`src/design/bfm_pkg.sv`:
```
// Shared types, constants and helper functions for the box-filter mip chain.
// Used by the front, queue, level engine and top modules; it depends on nothing else.
package bfm_pkg;

  localparam int MAX_WIDTH  = 4096;
  localparam int MAX_HEIGHT = 4096;
  localparam int MAX_LEVELS = 13;

  localparam int DIM_W  = 13;  // configured dimension, 1..4096
  localparam int POS_W  = 12;  // column or row within a level
  localparam int LVL_W  = 4;   // level number and level count
  localparam int PIX_W  = 32;  // four 8-bit channels
  localparam int SUM_W  = 36;  // four 9-bit channel sums
  localparam int ROW_BUF_DEPTH = 4096;
  localparam int ADDR_W = 2;   // configuration register index

  // Configuration register indexes.
  localparam logic [ADDR_W-1:0] CFG_IMAGE_WIDTH  = 2'd0;
  localparam logic [ADDR_W-1:0] CFG_IMAGE_HEIGHT = 2'd1;

  // Geometry of the pyramid, produced by the front and read by the back.
  typedef struct packed {
    logic [DIM_W-1:0]                  img_w;
    logic [DIM_W-1:0]                  img_h;
    logic [LVL_W-1:0]                  num_levels;
    logic [MAX_LEVELS-1:0][POS_W-1:0]  off;
  } geom_t;

  // One queued level-0 pixel and whether it closes the image.
  typedef struct packed {
    logic [PIX_W-1:0] pix;
    logic             final_pix;
  } q_item_t;

  // Dimension of a level: halved per level, never below one.
  function automatic logic [DIM_W-1:0] level_dim(input logic [DIM_W-1:0] v,
                                                 input logic [LVL_W-1:0] lv);
    logic [DIM_W-1:0] s;
    s = v >> lv;
    return (s == '0) ? DIM_W'(1) : s;
  endfunction

  // Spread four 8-bit channels into 9-bit lanes.
  function automatic logic [SUM_W-1:0] widen(input logic [PIX_W-1:0] p);
    return {1'b0, p[31:24], 1'b0, p[23:16], 1'b0, p[15:8], 1'b0, p[7:0]};
  endfunction

  // Rounded average of the four pixels behind two pair sums, per channel.
  function automatic logic [PIX_W-1:0] avg4(input logic [SUM_W-1:0] a,
                                            input logic [SUM_W-1:0] b);
    logic [PIX_W-1:0] o;
    logic [10:0]      s;
    o = '0;
    for (int k = 0; k < 4; k++) begin
      s = 11'(a[9*k +: 9]) + 11'(b[9*k +: 9]) + 11'd2;
      o[8*k +: 8] = s[9:2];
    end
    return o;
  endfunction

endpackage

```
`src/design/bfm_fifo.sv`:
```
// Two-entry queue between the pixel front end and the level engine.
// Depends on bfm_pkg for the queued item type.
module bfm_fifo (
  input  logic             clk,
  input  logic             rst_n,
  input  logic             push,
  input  bfm_pkg::q_item_t push_item,
  output logic             not_full,
  input  logic             pop,
  output logic             not_empty,
  output bfm_pkg::q_item_t head
);

  bfm_pkg::q_item_t slot_r [2];
  logic             wr_ptr_r, wr_ptr_nxt;
  logic             rd_ptr_r, rd_ptr_nxt;
  logic [1:0]       cnt_r, cnt_nxt;

  assign not_full  = (cnt_r != 2'd2);
  assign not_empty = (cnt_r != 2'd0);
  assign head      = slot_r[rd_ptr_r];

  // Pointer and fill count update.
  always_comb begin
    wr_ptr_nxt = wr_ptr_r ^ push;
    rd_ptr_nxt = rd_ptr_r ^ pop;
    cnt_nxt    = cnt_r + 2'(push) - 2'(pop);
  end

  always_ff @(posedge clk) begin
    if (!rst_n) begin
      wr_ptr_r <= 1'b0;
      rd_ptr_r <= 1'b0;
      cnt_r    <= 2'd0;
    end else begin
      wr_ptr_r <= wr_ptr_nxt;
      rd_ptr_r <= rd_ptr_nxt;
      cnt_r    <= cnt_nxt;
    end
  end

  // Storage needs no reset.
  always_ff @(posedge clk) begin
    if (push) begin
      slot_r[wr_ptr_r] <= push_item;
    end
  end

endmodule

```
`config.mk`:
```
export PLATFORM = sky130hd
export DESIGN_NAME = bfm_fifo
export DESIGN_NICKNAME = d
export VERILOG_FILES = /design/src/design/bfm_pkg.sv /design/src/design/bfm_fifo.sv
export SDC_FILE = /design/constraint.sdc
export NUM_CORES = 1
export LEC_CHECK = 0
export ABC_AREA = 1
export BUFFER_PORTS_ARGS = -buffer_cell sky130_fd_sc_hd__buf_2
export CAP_MARGIN = 25
export CORE_MARGIN = 1.5
export CORE_UTILIZATION = 58
export CTS_BUF_LIST = sky130_fd_sc_hd__clkbuf_8
export CTS_CLUSTER_DIAMETER = 50
export DETAILED_ROUTE_END_ITERATION = 8
export MAX_ROUTING_LAYER = met4
export PLACE_DENSITY = 0.86
export SLEW_MARGIN = 40
export SYNTH_ARGS = -nofsm -noshare
export SYNTH_HDL_FRONTEND = slang
export SYNTH_SLANG_ARGS = --single-unit
```
`constraint.sdc`:
```
create_clock -name clk -period 2.6 [get_ports clk]
set_input_delay 0.52 -clock clk [delete_from_list [all_inputs] [get_ports clk]]
set_output_delay 0.52 -clock clk [all_outputs]
set_load 0.005 [all_outputs]
```
Yosys cells after proc, flatten, opt, wreduce, memory -nomap -nowiden

Memory sizes are Yosys's and may differ from the RTL's. A register that Yosys moved wholly into a read port is not among the register bits.
Index checks and enable logic that the tools add are counted.

Flip-flop bits (word level): 4
Bits in writable memories: 66
Input bits: 37
Output and inout bits: 35
Memories: 1

Add/sub/neg operators: 2
Equal/unequal tests: 1
Mux-type cells: 3
Bitwise logic cells: 2
Reductions and logical operators: 1

Memories:

| name   | depth | bits a word | rd ports | clocked after memory_dff | write ports | RTL line       | text |
|---|---|---|---|---|---|---|---|
| slot_r | 2     | 33          | 1        | 1                        | 1           | bfm_fifo.sv:14 | `bfm_pkg::q_item_t slot_r [2];` |

Operators with widths:

| cell               | count |
|---|---|
| $mux 1             | 3 |
| $add 2x1->2        | 1 |
| $ne 2x2->1 const B | 1 |
| $reduce_bool 2->1  | 1 |
| $sub 2x1->2        | 1 |
| $xor 1x1->1        | 2 |

Logic depth before layout (Yosys ltp)

Depth after elaboration: 2
Depth in mapped cells: 9

Least setup slack after synthesis

Ideal clock, no wire load.

Path type: input -> register
Start point: in push
End point: mem slot_r[0][0] (netlist name) (enable)
Setup time: 0.393 ns
Arrival time: 1.372 ns
Path slack: 0.834 ns
Stages on the path: 1
Buffers on the path: 0
Cells stage by stage: ha_1

Longest elaborated chain between the ends: 2

Ends and longest elaborated chain:

| what                         | RTL line       | text |
|---|---|---|
| start, declared              | bfm_fifo.sv:6  | `input logic push,` |
| $mux 1                       | bfm_fifo.sv:44 | `if (push) begin` |
| $mux 1 (not written as such) | bfm_fifo.sv:45 | `slot_r[wr_ptr_r] <= push_item;` |
| end, declared                | bfm_fifo.sv:14 |  |

Every way passes these cells.

==> flow_summary.json <==
{
  "dp_slack_ns": 0.884,
  "synth_warnings": 0,
  "wl_per_cell_um": 16.0,
  "cts_setup_buffers": 0,
  "cp-start-kind": "register",
  "netlist_area_um2": 2770,
  "clock_path_buffers": 2,
  "routed_wl_um": 4360,
  "dp_hpwl_um": 3050,
  "grt_max_degree": 26,
  "clockRootBuffer": "clkbuf_8",
  "postCtsHoldBufs": 0,
  "dp_cells": 256,
  "layout_common_cells": "buf_2, edfxtp_1, mux2_4, clkbuf_8, inv_1",
  "die_x_um": 72.1,
  "gr-total-overflow": 0,
  "gr-usage-met1": 0.212,
  "outcome": "completed",
  "postSynthCellCount": 132,
  "htreeDepth": 3,
  "io_pins": 72,
  "core.rowCount": 24,
  "yosysTopAreaCellShare": 0.715,
  "synth_nets": 173,
  "post_cts_resized": 0,
  "initial_utilization": 0.619,
  "drt_iter0_drc": 85,
  "fin_crit_sh": 0.796,
  "slew_viol_final": 0,
  "nets": 256,
  "worst_slack_ns": 0.531,
  "grt_pass1_wl_um": 6630,
  "required_ns": 2.08,
  "grt_util_met3": 0.0528,
  "cap_violations": 0,
  "dieArea_um2": 5200,
  "synth_area_per_cell_um2": 21.0,
  "max_freq_ghz": 0.483,
  "cp_max_fo": 25,
  "ys_seq_area_frac": 0.752,
  "port_buffers": 71,
  "cts_tree": "built",
  "route.detailed.drc": 0,
  "min_path_type": "in -> reg",
  "detail-route-antenna-nets": 0,
  "hold_viol_final": 0,
  "setup_viol": 0,
  "cts_buffers": 9,
  "cts_sinks": 71,
  "clk_latency_ns": 0.33,
  "arrival_ns": 1.55,
  "power_leakage_nw": 1.39,
  "antenna_found_initial": 0,
  "final_common_cell": "buf_2",
  "viasPerCell": 5.06,
  "met2_usage": 0.296,
  "syn_to_final_growth_pct": 21.2,
  "ir_drop_uv": 795,
  "synth_area_leaders": "edfxtp_1, mux2_4, dfxtp_1",
  "grt_use_total": 0.186,
  "synth_seq_cells": 71,
  "period_needed_ns": 2.07,
  "post_layout_nonfiller_instances": 272,
  "diodes": 0,
  "rsz0062_at_grt": "no",
  "max_slew_margin": 0.788,
  "busiest_layer": "met2",
  "whs_ns": 0.371,
  "power_density_nw_per_um2": 737,
  "synthDistinctLibCells": 13,
  "fin_worst_skew_ns": 0.00659,
  "first_pass_iters": 4,
  "grt_pass1_vias": 1452,
  "core_area_um2": 4470,
  "drive_above_1_share": 0.568,
  "worst_slew_pin_slew_ns": 0.318,
  "fin_setup_tns_ns": 0,
  "clk_pin_slew_worst_paths_ns": 0.07,
  "die_h_um": 72.1,
  "gp_congestion": 0.706,
  "synth.largest_area_cell": "edfxtp_1",
  "num-fill-cells": 259,
  "worstSetupPathType": "reg -> out",
  "end_kind": "output pin",
  "vias": 1377
}
[flip-flops by register name, indices dropped and copies added (netlist names), named ones only]
name	count
cnt_r	2
rd_ptr_r	1
slot_r	66
wr_ptr_r	1
[power by group]
group / switching (mW) / internal [mW]
clock network: 0.380 / 0.434
logic: 0.134 / 0.171
registers: 0.0263 / 1.33
[final timing paths]
check / from / end / slack, ns / cells after the start
worst min-delay path: push_item[16] / slot_r[0][16]$_DFFE_PP_ / 0.37 / 1
worst max register to register: wr_ptr_r$_SDFF_PN0_ / slot_r[0][27]$_DFFE_PP_ / 1.23 / 3
worst max-delay path: register / head[29] / 0.53 / 3
worst min register to register: rd_ptr_r$_SDFF_PN0_ / register / 0.54 / 2
[synthesized netlist by cell type (all sizes together)]
cell	count
xnor2	1
dfxtp	5
inv	7
nand3	1
buf	4
edfxtp	66
nand2	6
nor2	4
mux2	33
a21oi	1
ha	4
[logic make-up after synthesis]
logic type | after synthesis | synth area share
AO/OA/AOI/OAI | 1 | 0.00180
XOR/XNOR | 1 | 0.00316
adder cells (fa/ha/maj) | 4 | 0.0181
buffers and inverters | 11 | 0.0352
flip-flops | 71 | 0.752
multiplexers | 33 | 0.175
AND/OR/NAND/NOR | 11 | 0.0154
[area by class of cell]
cell class | instances | area (um^2) | share of cell area
Sequential cell | 71 | 2080 | 0.620
Multi-Input combinational cell | 50 | 591 | 0.176
Timing Repair Buffer | 76 | 405 | 0.121
Clock buffer | 9 | 124 | 0.0369
Tap cell | 52 | 65.1 | 0.0194
Clock inverter | 7 | 63.8 | 0.0190
Inverter | 7 | 26.3 | 0.00782
[per-stage QoR]
stage               power, mW  cell area, um^2   util
detailed placement       1.69             3170  0.709
global route             2.58             3360  0.751
floorplan                1.57             2770      -
CTS                      2.50             3360  0.751
global placement         1.67             3170  0.709
finish                   2.48             3360  0.751
[per-layer routing]
layer,share of wire,vias to the layer above
li1,-,660
met1,0.42,664
met2,0.51,47
met3,0.048,6
met4,0.015,0
met5,0,-
[worst max-delay path, stage by stage (launching register included)]
cell and delay [ns]:
dfxtp_2 0.49, buf_12 0.25, mux2_4 0.32, buf_2 0.13
Note: power is estimated with default switching activity, not from simulation.
