<file path="config.mk">
export PLATFORM = sky130hd
export DESIGN_NAME = bfm_front
export DESIGN_NICKNAME = d
export VERILOG_FILES = /design/src/design/bfm_pkg.sv /design/src/design/bfm_front.sv
export SDC_FILE = /design/constraint.sdc
export NUM_CORES = 1
export LEC_CHECK = 0
export BUFFER_PORTS_ARGS = -buffer_cell sky130_fd_sc_hd__buf_2
export CAP_MARGIN = 15
export CORE_MARGIN = 2
export CORE_UTILIZATION = 53
export DETAILED_ROUTE_END_ITERATION = 10
export GPL_TIMING_DRIVEN = 0
export PLACE_DENSITY = 0.79
export SLEW_MARGIN = 0
export SYNTH_ARGS = -nofsm -noshare
export SYNTH_HDL_FRONTEND = slang
export SYNTH_SLANG_ARGS = --single-unit
</file>
<file path="constraint.sdc">
create_clock -name clk -period 4.3 [get_ports clk]
set_input_delay 0.86 -clock clk [delete_from_list [all_inputs] [get_ports clk]]
set_output_delay 0.86 -clock clk [all_outputs]
set_load 0.02 [all_outputs]
</file>
<file path="src/design/bfm_pkg.sv">
// Shared types, constants and helper functions for the box-filter mip chain.
// Used by the front, queue, level engine and top modules; it depends on nothing else.
package bfm_pkg;

  localparam int MAX_WIDTH  = 4096;
  localparam int MAX_HEIGHT = 4096;
  localparam int MAX_LEVELS = 13;

  localparam int DIM_W  = 13;  // configured dimension, 1..4096
  localparam int POS_W  = 12;  // column or row within a level
  localparam int LVL_W  = 4;   // level number and level count
  localparam int PIX_W  = 32;  // four 8-bit channels
  localparam int SUM_W  = 36;  // four 9-bit channel sums
  localparam int ROW_BUF_DEPTH = 4096;
  localparam int ADDR_W = 2;   // configuration register index

  // Configuration register indexes.
  localparam logic [ADDR_W-1:0] CFG_IMAGE_WIDTH  = 2'd0;
  localparam logic [ADDR_W-1:0] CFG_IMAGE_HEIGHT = 2'd1;

  // Geometry of the pyramid, produced by the front and read by the back.
  typedef struct packed {
    logic [DIM_W-1:0]                  img_w;
    logic [DIM_W-1:0]                  img_h;
    logic [LVL_W-1:0]                  num_levels;
    logic [MAX_LEVELS-1:0][POS_W-1:0]  off;
  } geom_t;

  // One queued level-0 pixel and whether it closes the image.
  typedef struct packed {
    logic [PIX_W-1:0] pix;
    logic             final_pix;
  } q_item_t;

  // Dimension of a level: halved per level, never below one.
  function automatic logic [DIM_W-1:0] level_dim(input logic [DIM_W-1:0] v,
                                                 input logic [LVL_W-1:0] lv);
    logic [DIM_W-1:0] s;
    s = v >> lv;
    return (s == '0) ? DIM_W'(1) : s;
  endfunction

  // Spread four 8-bit channels into 9-bit lanes.
  function automatic logic [SUM_W-1:0] widen(input logic [PIX_W-1:0] p);
    return {1'b0, p[31:24], 1'b0, p[23:16], 1'b0, p[15:8], 1'b0, p[7:0]};
  endfunction

  // Rounded average of the four pixels behind two pair sums, per channel.
  function automatic logic [PIX_W-1:0] avg4(input logic [SUM_W-1:0] a,
                                            input logic [SUM_W-1:0] b);
    logic [PIX_W-1:0] o;
    logic [10:0]      s;
    o = '0;
    for (int k = 0; k < 4; k++) begin
      s = 11'(a[9*k +: 9]) + 11'(b[9*k +: 9]) + 11'd2;
      o[8*k +: 8] = s[9:2];
    end
    return o;
  endfunction

endpackage

</file>
<file path="src/design/bfm_front.sv">
// Front end: configuration registers, geometry sweep, pixel intake and the
// level-0 position that marks the last pixel of an image. Uses bfm_pkg.
module bfm_front (
  input  logic                         clk,
  input  logic                         rst_n,
  input  logic                         cfg_we,
  input  logic [bfm_pkg::ADDR_W-1:0]   cfg_addr,
  input  logic [bfm_pkg::DIM_W-1:0]    cfg_wdata,
  input  logic                         in_valid,
  output logic                         in_ready,
  input  logic [bfm_pkg::PIX_W-1:0]    in_pixel_rgba,
  output logic                         q_push,
  output bfm_pkg::q_item_t             q_item,
  input  logic                         q_not_full,
  output bfm_pkg::geom_t               geom,
  output logic                         clr
);

  logic [bfm_pkg::DIM_W-1:0]  w_r, w_nxt, h_r, h_nxt;
  logic                       busy_r, busy_nxt;
  logic [bfm_pkg::LVL_W-1:0]  sw_lv_r, sw_lv_nxt;
  logic [bfm_pkg::POS_W-1:0]  acc_r, acc_nxt;
  logic [bfm_pkg::LVL_W-1:0]  num_r, num_nxt;
  logic [bfm_pkg::MAX_LEVELS-1:0][bfm_pkg::POS_W-1:0] off_r, off_nxt;
  logic [bfm_pkg::POS_W-1:0]  c0_r, c0_nxt, r0_r, r0_nxt;
  logic                       wr_ok;
  logic [bfm_pkg::DIM_W-1:0]  clamp_hi;
  logic [bfm_pkg::DIM_W-1:0]  clamped;
  logic                       accept;
  logic                       final_pix;
  logic [bfm_pkg::DIM_W-1:0]  pw, ph, cw;

  // Each register saturates at its own maximum.
  assign clamp_hi = (cfg_addr == bfm_pkg::CFG_IMAGE_HEIGHT) ?
                    bfm_pkg::DIM_W'(bfm_pkg::MAX_HEIGHT) : bfm_pkg::DIM_W'(bfm_pkg::MAX_WIDTH);

  // A write of zero acts as one; larger than the maximum saturates.
  always_comb begin
    if (cfg_wdata == '0) begin
      clamped = bfm_pkg::DIM_W'(1);
    end else if (cfg_wdata > clamp_hi) begin
      clamped = clamp_hi;
    end else begin
      clamped = cfg_wdata;
    end
  end

  assign wr_ok = cfg_we &&
                 (cfg_addr == bfm_pkg::CFG_IMAGE_WIDTH || cfg_addr == bfm_pkg::CFG_IMAGE_HEIGHT);
  assign clr   = wr_ok;

  // Pixel intake and last-pixel detection on level 0.
  assign in_ready  = !busy_r && q_not_full;
  assign accept    = in_valid && in_ready;
  assign final_pix = ({1'b0, c0_r} + 13'd1 >= w_r) && ({1'b0, r0_r} + 13'd1 >= h_r);
  assign q_push    = accept;
  assign q_item    = '{pix: in_pixel_rgba, final_pix: final_pix};

  assign geom = '{img_w: w_r, img_h: h_r, num_levels: num_r, off: off_r};

  // Geometry sweep: one level per cycle for levels one to twelve.
  assign pw = bfm_pkg::level_dim(w_r, sw_lv_r - 4'd1);
  assign ph = bfm_pkg::level_dim(h_r, sw_lv_r - 4'd1);
  assign cw = bfm_pkg::level_dim(w_r, sw_lv_r);

  always_comb begin
    w_nxt     = w_r;
    h_nxt     = h_r;
    busy_nxt  = busy_r;
    sw_lv_nxt = sw_lv_r;
    acc_nxt   = acc_r;
    num_nxt   = num_r;
    off_nxt   = off_r;
    c0_nxt    = c0_r;
    r0_nxt    = r0_r;
    if (wr_ok) begin
      if (cfg_addr == bfm_pkg::CFG_IMAGE_WIDTH) begin
        w_nxt = clamped;
      end else begin
        h_nxt = clamped;
      end
      busy_nxt  = 1'b1;
      sw_lv_nxt = 4'd1;
      acc_nxt   = '0;
      num_nxt   = 4'd1;
      c0_nxt    = '0;
      r0_nxt    = '0;
    end else if (busy_r) begin
      if (pw > 13'd1 || ph > 13'd1) begin
        num_nxt = sw_lv_r + 4'd1;
      end
      off_nxt[sw_lv_r] = acc_r;
      acc_nxt = acc_r + cw[bfm_pkg::POS_W-1:0];
      if (sw_lv_r == 4'(bfm_pkg::MAX_LEVELS - 1)) begin
        busy_nxt = 1'b0;
      end else begin
        sw_lv_nxt = sw_lv_r + 4'd1;
      end
    end else if (accept) begin
      if ({1'b0, c0_r} + 13'd1 >= w_r) begin
        c0_nxt = '0;
        r0_nxt = ({1'b0, r0_r} + 13'd1 >= h_r) ? '0 : r0_r + 12'd1;
      end else begin
        c0_nxt = c0_r + 12'd1;
      end
    end
  end

  always_ff @(posedge clk) begin
    if (!rst_n) begin
      w_r     <= 13'd1;
      h_r     <= 13'd1;
      busy_r  <= 1'b0;
      sw_lv_r <= 4'd1;
      acc_r   <= '0;
      num_r   <= 4'd1;
      c0_r    <= '0;
      r0_r    <= '0;
    end else begin
      w_r     <= w_nxt;
      h_r     <= h_nxt;
      busy_r  <= busy_nxt;
      sw_lv_r <= sw_lv_nxt;
      acc_r   <= acc_nxt;
      num_r   <= num_nxt;
      c0_r    <= c0_nxt;
      r0_r    <= r0_nxt;
    end
  end

  // Offsets are only read for levels inside the pyramid, after a sweep.
  always_ff @(posedge clk) begin
    off_r <= off_nxt;
  end

endmodule

</file>
---- Word level (Yosys, flattened, before mapping) ----
Cells that the tools add are included.
word-level totals
  bits in registers ....................... 227
  bits in latches ......................... 0
  bits in writable memories ............... 0
  ROM bits ................................ 0
  output and inout port bits .............. 222
  memories kept ........................... 0
cells by class
  add/subtract/negate cells ............... 7
  $mul .................................... 0
  div/mod/pow operators ................... 0
  order comparisons ....................... 7
  equality and inequality tests ........... 2
  shift operators ......................... 3
  muxes and demuxes ....................... 13
  bitwise operators ....................... 5
  reductions and logical operators ........ 21
operators with widths
  operator               number
  $bwmux 156             1
  $logic_not 13->1       4
  $mux 13                4
  $demux 12 s4           1
  $mux 12                4
  $shr 13x4->13          3
  $add 12x1->13 const B  2
  $ge 13x13->1           2
  $gt 13x1->1 const B    2
  $add 12x1->12 const B  2
  $gt 13x13->1 const B   1
  $add 12x12->12         1
  $reduce_and 2->1       6
  $logic_and 1x1->1      5
  $lt 4x5->1 const B     1
  $not 1->1              5
  $add 4x1->4 const B    1
  $eq 4x4->1 const B     1
  $ge 4x1->1 const B     1
  $sub 4x1->4 const B    1
  $mux 1                 3
  $reduce_and 3->1       1
  $eq 2x1->1 const B     1
  $logic_not 2->1        1
  other kinds (3)        4

---- Longest topological paths before layout ----
  word-level depth ........................ 7
  mapped depth ............................ 19
  depth with buffers taken out ............ 16

---- Worst setup path before layout ----
Ideal clock, no wire load.
  path type ............................... register to output
  start point ............................. reg r0_r[0] (netlist name)
  end point ............................... out q_item[0] (netlist name)
  data arrival time ....................... 3,036 ps
  data required time ...................... 3,440 ps
  path slack .............................. 404 ps
  cell stages (with the launch flop) ...... 15
  cells stage by stage .................... dfxtp_1 > ha_1 > and3_1 > and3_1 > clkbuf_1 > nand3_1 > xnor2_1 > ha_1 > nand4_1 > nor2_1 > a21oi_1 > o31ai_1 > inv_1 > nor2_1 > buf_4
on the way
  word-level cells in the longest chain between the ends .. 3
ends and longest elaborated chain
  what                    RTL line          text
  from (decl)             bfm_front.sv:25   logic [bfm_pkg::POS_W-1:0] c0_r, c0_nxt, r0_r, r0_nxt;
  from (signal assigned)  bfm_front.sv:127  r0_r <= r0_nxt;
  $add 12x1->13           bfm_front.sv:55   assign final_pix = ({1'b0, c0_r} + 13'd1 >= w_r) && ({1'b0, r0_r} + 13'd1 >= h_r);
  $ge 13x13->1            bfm_front.sv:55
  $logic_and 1x1->1       bfm_front.sv:55
  to (decl)               bfm_front.sv:13   output bfm_pkg::q_item_t q_item,
Every way passes these cells.

---- Worst setup path in the final report ----
  start point ............................. reg c0_r[2] (netlist name)
  end point ............................... out q_item[0] (netlist name)
on the way
  word-level cells in the longest chain between the ends .. 3
ends and longest elaborated chain
  what                    RTL line          text
  from (decl)             bfm_front.sv:25
  from (signal assigned)  bfm_front.sv:126  c0_r <= c0_nxt;
  $add 12x1->13           bfm_front.sv:55
  $ge 13x13->1            bfm_front.sv:55
  $logic_and 1x1->1       bfm_front.sv:55
Every way passes these cells.

==> qor.txt <==
Switching power - 1.07 mW
Power per standard cell area - 371 mW/mm2
Die ar. - 0.0206 mm2
Crit path launch type - flop
Final setup violation count - 0
Crit Path Class - flop to primary output
Initial Utilization - 0.536
Setup ws final - 0.126 ns
Max Slew Vio Count - 0
Largest family of logic cells by synthesized area - simple AND/OR/NAND/NOR gates
I/O Buffers - 240
Mux share of post-synthesis cell area - 0.0397
Adder-Cell Fraction of Synth Area - 0.0552
Endpoint class of the critical path - primary output
Clock sink total - 227
Post-synthesis xor/xnor area fraction - 0.0280
FILL cells - 1483
ANT cells - 0
Clock-pin slew on the worst setup and hold paths - 0.06 ns
Root Buffer - clkbuf_16
Number of flops mapped to enable cells by yosys - 156
Post-layout util - 0.663
Simple-gate share of the synthesized area - 0.130
Flops & latches, synth - 227
Pin count of the biggest net entering global routing - 17
Final Hold Violating Endpoints - 0
Synth Area in Compound Gates - 0.102
Max Cap Viol - 0
Gate count of the mapped netlist - 887
Critical Path Fanout Max - 8
Worst-Skew Late Latency - 0.51 ns
Main area contributors after synthesis - edfxtp_1 45%, dfxtp_1 14%, ha_1 5.3%
Most used DFF post-synth - edfxtp_1
Synth top area share - 0.453
Final nets - 1253
Initial antenna violation count - 0
TritonCTS clock tree - yes
GRT overflow - 0
Ys Warns - 0
Core ar. - 0.0193 mm2
Drt initial violations - 591
Pre-CTS setup slack - -0.365 ns
Avg Inst Size Synth - 11.6 um2
Cell leakage power - 5.13 nW
Internal power - 3.68 mW
Tcrit/Tclk final - 0.971
CP arrival - 3.31 ns
Sequential power share - 0.500
Placed Cells incl. Taps - 1393
Die Wd - 144 um
Fin crit period - 4.17 ns
Number of global-route vias before repair - 7427
Antenna viol nets, final - 0
Remaining DRCs - 0
Status - complete, no violations
Overall Global Routing Usage - 0.244
Syn-to-layout area delta - 23.7%
Post-Syn Nets - 984
Vias - 7887
Layout cells sized above 1 - 0.308
Layout Cells excl Fill - 1438
Maximum vdd drop - 0.319 mV
Sequential element share of the synthesized area - 0.591
First-pass GRT wire length - 39.3 mm
Total wire length - 25.9 mm
Relative slew margins - 0.264
Die Span Y - 144 um
Rows - 51
CP required - 3.44 ns
Initial DRT Pass Iterations - 5
Hold buffer count at CTS - 0
CTS buffer count - 23
Worst clock skew - 0.0138 ns
Placer Congestion - 0.949
Drt wl/cell - 18.0 um
Hold WC Path Type - flop to flop
Synth area leader - edfxtp_1
H-tree level count - 1
Worst-Margin Slew - 1.10 ns
Clock buffer depth - 3
Dpl hpwl - 18.5 mm
Async SR Flop Fraction - 0
IO Count - 274
Mapped Area - 0.0103 mm2
Pwr Total - 4.74 mW
Via density - 5.48
Net Sw Frac - 0.225
Combinational Power Share - 0.086
Clock Power Share - 0.414
Yosys cell types - 62
Max Fclk - 240 MHz
registers in the layout, summed over array words and instances (netlist names):
register / cells
h_r: 13
busy_r: 1
r0_r: 12
sw_lv_r: 4
c0_r: 12
num_r: 4
w_r: 13
acc_r: 12
geom: 156
cells in the mapped netlist, types with 3 or more instances:
library cell	instances
and2_1	6
a211oi_1	11
nand2_1	91
a21o_1	4
o22ai_1	5
o2111ai_1	4
mux2i_1	23
edfxtp_1	156
nand4_1	7
nor3_1	21
inv_1	38
nand2b_1	6
o21ai_0	24
clkbuf_1	27
xor2_1	13
nor4_1	6
nand3_1	32
nand3b_1	8
and3_1	15
buf_2	5
nor2_1	54
buf_1	5
mux4_2	7
a31oi_1	9
a21oi_1	47
a21boi_0	26
ha_1	44
dfxtp_1	71
o211ai_1	6
o211a_1	3
nor2b_1	21
buf_4	33
xnor2_1	20
or2_2	3
routing by layer:
layer  wire length [um]  vias to the layer above  global-route usage
met5                  0                        -                   0
met4                467                        0              0.0666
met3               2030                       34              0.0390
met2              12700                      382               0.417
met1              10700                     3743               0.325
li1                   -                     3728                   -
worst paths after layout:
kind	startpoint	end	slack [ns]	cells after the start
max	c0_r[2]	q_item[0]	0.13	13
min	r0_r[11]	r0_r[11]	0.47	2
max reg2reg	sw_lv_r[1]	acc_r[11]	0.20	15
min reg2reg	r0_r[11]	r0_r[11]	0.47	2
placed cells by master (no fill, tap or decap), types with 8 or more instances in the layout:
master / n
nand3_1: 31
and3_1: 10
xor2_1: 13
xnor2_1: 19
inv_1: 37
dfxtp_1: 65
clkbuf_1: 31
nor2_1: 54
ha_1: 42
a21boi_0: 26
buf_2: 244
mux2i_1: 23
nand3b_1: 8
o21ai_0: 24
nor3_1: 19
a211oi_1: 10
buf_4: 40
a31oi_1: 9
a21oi_1: 45
edfxtp_1: 156
clkbuf_16: 23
nand2_1: 91
nor2b_1: 21
per-stage QoR:
| stage | setup TNS [ns] | cell area, um2 | hold slack (ns) |
|---|---|---|---|
| global route | -0.0308 | 12800 | 0.513 |
| finish | 0 | 12800 | 0.472 |
| CTS | 0 | 12700 | 0.475 |
| global placement | -0.354 | 11900 | 0.459 |
| floorplan | 0 | 10300 | 0.453 |
| detailed placement | -0.365 | 11900 | 0.468 |
worst max-delay path, stage by stage, from the launching register on:
cell and delay, ns:
dfxtp_2 0.38, and3_4 0.19, nand3_2 0.11, or2_4 0.30, nor3_2 0.20, xor2_1 0.25
ha_1 0.27, nand2_1 0.09, nor4_1 0.06, a211oi_1 0.30, and3_4 0.31, nor2_1 0.06
buf_4 0.12, buf_2 0.15
cell families after synthesis:
family / after synthesis
fa+ha+maj: 45
mux: 32
buf+inv: 111
simple gates: 279
flops: 227
xor+xnor: 33
compound gates: 160
power groups by stage:
stage	sequential [mW]	clock [mW]	combinational, mW
after floorplan	2.43	0	0.256
after global placement	2.42	0	0.376
after detailed placement	2.42	0	0.383
after CTS	2.37	1.99	0.396
after global routing	2.37	2.09	0.448
final	2.37	1.96	0.409
area by class of cell:
cell class	count	area, um2	area share
multi-input combinational	549	3770	0.295
sequential	227	6120	0.479
buffer	67	394	0.0309
timing repair buffer	248	1260	0.0990
tap	265	332	0.0260
inverter	40	150	0.0118
clock buffer	31	606	0.0474
clock inverter	11	138	0.0108
timing repair:
item	4_1_cts	5_1_grt
resized for setup	17	19
setup endpoints to repair	1	4
setup buffers	2	4
pin swaps	4	5
Power figures use the tool's default switching activity.
